$ cat config.mk
export PLATFORM = sky130hd
export DESIGN_NAME = fw2d_ctrl
export DESIGN_NICKNAME = d
export VERILOG_FILES = /design/src/design/fw2d_pkg.sv /design/src/design/fw2d_ctrl.sv
export SDC_FILE = /design/constraint.sdc
export NUM_CORES = 1
export LEC_CHECK = 0
export ABC_AREA = 0
export BUFFER_PORTS_ARGS = -buffer_cell sky130_fd_sc_hd__buf_2
export CELL_PAD_IN_SITES_DETAIL_PLACEMENT = 1
export CELL_PAD_IN_SITES_GLOBAL_PLACEMENT = 2
export CORE_UTILIZATION = 24
export CTS_CLUSTER_DIAMETER = 50
export CTS_CLUSTER_SIZE = 40
export DETAILED_ROUTE_END_ITERATION = 8
export PLACE_DENSITY_LB_ADDON = 0.15
export SLEW_MARGIN = 20
export SYNTH_ARGS = -nofsm -noshare
export SYNTH_HDL_FRONTEND = slang
export SYNTH_SLANG_ARGS = --single-unit
$ cat constraint.sdc
create_clock -name clk_i -period 2.35 [get_ports clk_i]
set_input_delay 0.235 -clock clk_i [delete_from_list [all_inputs] [get_ports clk_i]]
set_output_delay 0.235 -clock clk_i [all_outputs]
set_load 0.03 [all_outputs]
$ cat src/design/fw2d_pkg.sv
// ============================================================================
// fw2d_pkg: shared constants and types for the 2-D Fenwick rectangle-sum block
// Grid size, derived index widths, stream field layout, and the command and
// status bundles passed between the controller and the datapath.
// ============================================================================
package fw2d_pkg;

  // Grid size
  localparam int ROWS  = 64;
  localparam int COLS  = 64;
  localparam int DEPTH = ROWS * COLS;

  // Cell address width and walk index widths (an add walk may step past the
  // grid edge by up to the grid size, so one extra bit is kept)
  localparam int AW  = $clog2(DEPTH);
  localparam int RIW = $clog2(2 * ROWS + 1);
  localparam int CIW = $clog2(2 * COLS + 1);

  // Stream field widths
  localparam int CW      = 7;
  localparam int DW      = 32;
  localparam int IN_BITS = 4 * CW + DW;
  localparam int IN_TW   = ((IN_BITS + 7) / 8) * 8;
  localparam int OUT_TW  = DW;

  // Operation selected by tuser
  localparam logic FUNC_ADD   = 1'b0;
  localparam logic FUNC_QUERY = 1'b1;

  // Controller to datapath commands
  typedef struct packed {
    logic load;        // capture an input item
    logic clr_step;    // zero one cell of the clearing sweep
    logic walk_init;   // start the prefix walk of the current corner
    logic corner_inc;  // move on to the next corner
    logic q_step;      // read one cell of a prefix walk and step downward
    logic add_rd;      // read the cell under the add walk
    logic add_wr;      // write back cell plus delta and step upward
    logic out_load;    // move the finished sum to the output register
  } fw2d_cmd_t;

  // Datapath to controller status
  typedef struct packed {
    logic clr_done;    // clearing sweep is at its last cell
    logic func;        // operation of the captured item
    logic add_ok;      // captured add point lies inside the grid
    logic walk_empty;  // current prefix is empty
    logic q_last;      // this prefix read is the last of its chain
    logic corner_last; // current corner is the fourth
    logic add_last;    // this add write is the last of the chain
    logic out_busy;    // output register cannot take a new sum this cycle
  } fw2d_sts_t;

endpackage

$ cat src/design/fw2d_ctrl.sv
// ============================================================================
// fw2d_ctrl: controller of the 2-D Fenwick rectangle-sum block
// Sequences the clearing sweep, the read-modify-write add walk and the four
// prefix walks of a query, and hands the sum to the output register.
// ============================================================================
module fw2d_ctrl (
  input  logic                 clk_i,
  input  logic                 rst_ni,
  input  logic                 in_tvalid_i,
  output logic                 in_tready_o,
  input  fw2d_pkg::fw2d_sts_t  sts_i,
  output fw2d_pkg::fw2d_cmd_t  cmd_o
);

  localparam logic [3:0] ST_CLEAR   = 4'd0;
  localparam logic [3:0] ST_IDLE    = 4'd1;
  localparam logic [3:0] ST_DISP    = 4'd2;
  localparam logic [3:0] ST_A_RD    = 4'd3;
  localparam logic [3:0] ST_A_WR    = 4'd4;
  localparam logic [3:0] ST_Q_INIT  = 4'd5;
  localparam logic [3:0] ST_Q_WALK  = 4'd6;
  localparam logic [3:0] ST_Q_DRAIN = 4'd7;
  localparam logic [3:0] ST_Q_OUT   = 4'd8;

  logic [3:0] state_q, state_d;

  // State register
  always_ff @(posedge clk_i or negedge rst_ni) begin
    if (!rst_ni) begin
      state_q <= ST_CLEAR;
    end else begin
      state_q <= state_d;
    end
  end

  assign in_tready_o = (state_q == ST_IDLE);

  // Next state and commands
  always_comb begin
    logic corner_end;
    corner_end = 1'b0;
    state_d    = state_q;
    cmd_o      = '0;
    case (state_q)
      ST_CLEAR: begin
        cmd_o.clr_step = 1'b1;
        if (sts_i.clr_done) state_d = ST_IDLE;
      end
      ST_IDLE: begin
        if (in_tvalid_i) begin
          cmd_o.load = 1'b1;
          state_d    = ST_DISP;
        end
      end
      ST_DISP: begin
        if (sts_i.func == fw2d_pkg::FUNC_QUERY) begin
          state_d = ST_Q_INIT;
        end else if (sts_i.add_ok) begin
          state_d = ST_A_RD;
        end else begin
          state_d = ST_IDLE;
        end
      end
      ST_A_RD: begin
        cmd_o.add_rd = 1'b1;
        state_d      = ST_A_WR;
      end
      ST_A_WR: begin
        cmd_o.add_wr = 1'b1;
        state_d      = sts_i.add_last ? ST_IDLE : ST_A_RD;
      end
      ST_Q_INIT: begin
        cmd_o.walk_init = 1'b1;
        state_d         = ST_Q_WALK;
      end
      ST_Q_WALK: begin
        if (sts_i.walk_empty) begin
          corner_end = 1'b1;
        end else begin
          cmd_o.q_step = 1'b1;
          corner_end   = sts_i.q_last;
        end
        // four corners, then let the last read settle
        if (corner_end) begin
          if (sts_i.corner_last) begin
            state_d = ST_Q_DRAIN;
          end else begin
            cmd_o.corner_inc = 1'b1;
            state_d          = ST_Q_INIT;
          end
        end
      end
      ST_Q_DRAIN: begin
        state_d = ST_Q_OUT;
      end
      ST_Q_OUT: begin
        if (!sts_i.out_busy) begin
          cmd_o.out_load = 1'b1;
          state_d        = ST_IDLE;
        end
      end
      default: begin
        state_d = ST_IDLE;
      end
    endcase
  end

endmodule

### Word level (Yosys, flattened, before mapping)

Index checks and enable logic that the tools add are counted.

* flip-flop bits (word level): 4
* bits in latches: 0
* memory bits (writable): 0
* memory bits (read-only): 0
* input port bits: 11
* output and inout port bits: 9
* memories kept: 0

* add/sub/neg operators: 0
* $mul: 0
* divide/modulo/power cells: 0
* magnitude comparators: 0
* equality and inequality tests: 12
* shifts and indexed selects: 0
* multiplexer cells: 23
* bitwise operators: 0
* reductions and logical operators: 2

Operator list (count)
* 4-bit one-hot mux with 9 select lines: 1
* 4-bit 2-to-1 mux: 5
* 4-bit by 3-bit equality test with 1-bit output, second input constant: 4
* 1-bit 2-to-1 mux: 13
* 4-bit by 2-bit equality test with 1-bit output, second input constant: 2
* 2-bit 2-to-1 mux: 4
* 2-bit != test, second input constant: 4
* 4-bit by 1-bit equality test with 1-bit output, second input constant: 1
* 4-bit equality test, second input constant: 1
* 4-bit logical NOT: 1
* 4-bit AND reduction: 1

### Depth between registers and ports, before layout

* depth in word-level cells: 4
* mapped depth: 4
* depth with buffers taken out: 3

### Worst setup path before layout

Ideal clock, no wire load.

* path kind: register to output
* start: reg state_q[2]
* end: out cmd_o[7] in the netlist's numbering
* arrival: 1.565 ns
* data required time: 2.115 ns
* slack: 0.550 ns
* cell stages (with the launch flop): 3
* path buffers: 1
* cell sequence: dfrtp_1 -> buf_4 -> nor4_1

RTL lines
* from (decl): line fw2d_ctrl.sv:25 `logic [3:0] state_q, state_d;`
* from (signal assigned): line fw2d_ctrl.sv:32 `state_q <= state_d;`
* to (decl): line fw2d_ctrl.sv:12 `output fw2d_pkg::fw2d_cmd_t cmd_o`

==> impl_metrics.tcl <==
set metrics [dict create \
    grt_max_degree 16 \
    layout_common_cells "buf_2 (19), nor3_1 (5), nor2_1 (5)" \
    portBuffers 19 \
    final_common_cell "buf_2" \
    worst_pin_slew_ps 472 \
    netlist.area_leader.share_pct 26.7 \
    fin_worst_skew_ps 5.18 \
    hold_path_class "input pin to flip-flop" \
    dr.pass1.iters 2 \
    slew_viol_final 0 \
    hold_violations 0 \
    path_max_fanout 15 \
    vias_per_cell 4.97 \
    grt.total_usage_pct 12.3 \
    fin_crit_ps 1760 \
    largest_reg_flops 4 \
    place.gp.congestion 0.688 \
    critPathCaptureType "output port" \
    syn2layout_area_growth_pct 28.0 \
    cts-buffers-inserted 3 \
    period_share_pct 74.8 \
    ios 20 \
    grt_first_pass_wirelength_mm 1.64 \
    grt_pass1_vias 381 \
    tns_ps 0 \
    htreeDepth 1 \
    cap_violations 0 \
    diodes 0 \
    grt_overflow 0 \
    status "finished clean" \
    syn_inst 43 \
    antenna_found_initial 0 \
    fmax_mhz 569 \
    ys.flop_type "dfrtp_1" \
    setup_viol 0 \
    num_rows 13 \
    vdd_drop_max_mv 0.474 \
    ys_types 24 \
    synth-async-reset-ratio_pct 100 \
    cts_setup_buffers 0 \
    syn_nets 54 \
    synth-edff-count 0 \
    antenna_left 0 \
    wirelength_um 951 \
    cts_tree "done" \
    instances_no_fill 77 \
    ys_warn_count 0 \
    max_slew_margin_pct 68.5 \
    cts_num_sinks 4 \
    rsz0062_at_grt "false" \
    avgSynthCellArea_um2 8.73 \
    p_leak_nw 0.246 \
    ys_ff_latch 4 \
    start_util_pct 27.1 \
    layout.nets 75 \
    route.detailed.drc 0 \
    reg.largest.list "state_q x4" \
    die_x_um 41.5 \
    die_h_um 41.5 \
    worstPathRequired_ps 2120 \
    rr_worst_depth 3 \
    min_path_cells 3 \
    wire_per_inst_um 12.4 \
    start_kind "flip-flop" \
    drtIter0Drc 3 \
    ys_seq_area_share_pct 26.7 \
    drive_gt1_share_pct 43.5 \
    clock_latency_ps 230 \
    die_area_um2 1730 \
    ys_top_cells_by_area "dfrtp_1 (27%), buf_6 (9.0%), nor3_1 (6.7%)" \
    dp_cells 73 \
    largest-register "state_q" \
    synth_top_area_cell "dfrtp_1" \
    vias 383 \
    cts.clk_slew.worst_paths_ps 40 \
    cts-root-buf "clkbuf_4" \
    power_density_nw_per_um2 1310 \
    cp_data_arrival_time_ps 1520 \
    dp_hpwl_um 747 \
    cts_buffer_depth 2 \
    core_um2 1380 \
    syn_area_um2 375 \
    critical_path_class "flip-flop to output port" \
]
## cell usage after synthesis (2+ instances only)
library cell and instances:
nor4_1 2, nor3_1 5, buf_6 3, nand2b_1 2, inv_1 4, nor2_1 5, nand2_1 2, dfrtp_1 4
## layer usage
layer  GRT usage, %  vias to the layer above  part of all wire (%)
li1               -                      192                     -
met1           16.1                      181                    49
met2           19.1                       10                    46
met3           1.30                        0                   4.2
met4           7.74                        0                     0
met5              0                        -                     0
## logic make-up (layout without fill, tap and decap cells)
group	Yosys count	in the layout	share of synthesized area (%)
and+or+nand+nor	22	22	36.0
AOI/OAI and AO/OA	9	9	22.3
buffers and inverters	8	27	15.0
DFF	4	4	26.7
## path summary, 6_finish.rpt
check	slack (ps)	endpoint	startpoint
min in group asynchronous	330	state_q[3]$_DFFE_PN0P_	rst_ni
hold / removal	300	state_q[3]$_DFFE_PN0P_	sts_i[0]
hold reg to reg	650	state_q[2]$_DFFE_PN0P_	state_q[3]$_DFFE_PN0P_
setup reg to reg	920	state_q[0]$_DFFE_PN0P_	state_q[2]$_DFFE_PN0P_
max in group asynchronous	1900	state_q[0]$_DFFE_PN0P_	rst_ni
setup / recovery	590	cmd_o[4]	state_q[2]$_DFFE_PN0P_
## where the power goes
| group | internal (mW) | switching [mW] |
|---|---|---|
| clock | 0.0572 | 0.0287 |
| combinational | 0.140 | 0.203 |
| sequential | 0.0990 | 0.100 |
## critical path: stages (launching register included)
cell       delay (ps)
dfrtp_1           630
nand4bb_1         230
nor3_1            210
buf_2             220
## stage by stage
| step | util (%) | area, um2 | setup slack, ps | power, mW | hold slack [ps] |
|---|---|---|---|---|---|
| after detailed placement | 32.4 | 448 | 843 | 0.549 | 44.9 |
| after floorplan | - | 375 | 550 | 0.498 | -60.6 |
| after global routing | 34.8 | 480 | 436 | 0.683 | 303 |
| final | 34.8 | 480 | 591 | 0.628 | 296 |
| after global placement | 32.4 | 448 | 876 | 0.549 | 43.5 |
| after CTS | 34.8 | 480 | 574 | 0.640 | 289 |
## layout make-up
cell class,count,area [um2]
Tap cell,15,18.8
Inverter,4,15.0
Multi-Input combinational cell,31,219
Timing Repair Buffer,20,105
Sequential cell,4,100
Fill cell,188,902
Clock buffer,3,22.5
## timing repair
| item | CTS | global route |
|---|---|---|
| hold endpoints to repair | 4 | 0 |
| resized for setup | 0 | 0 |
| hold buffers | 1 | 0 |
(Power assumes the default switching activity.)
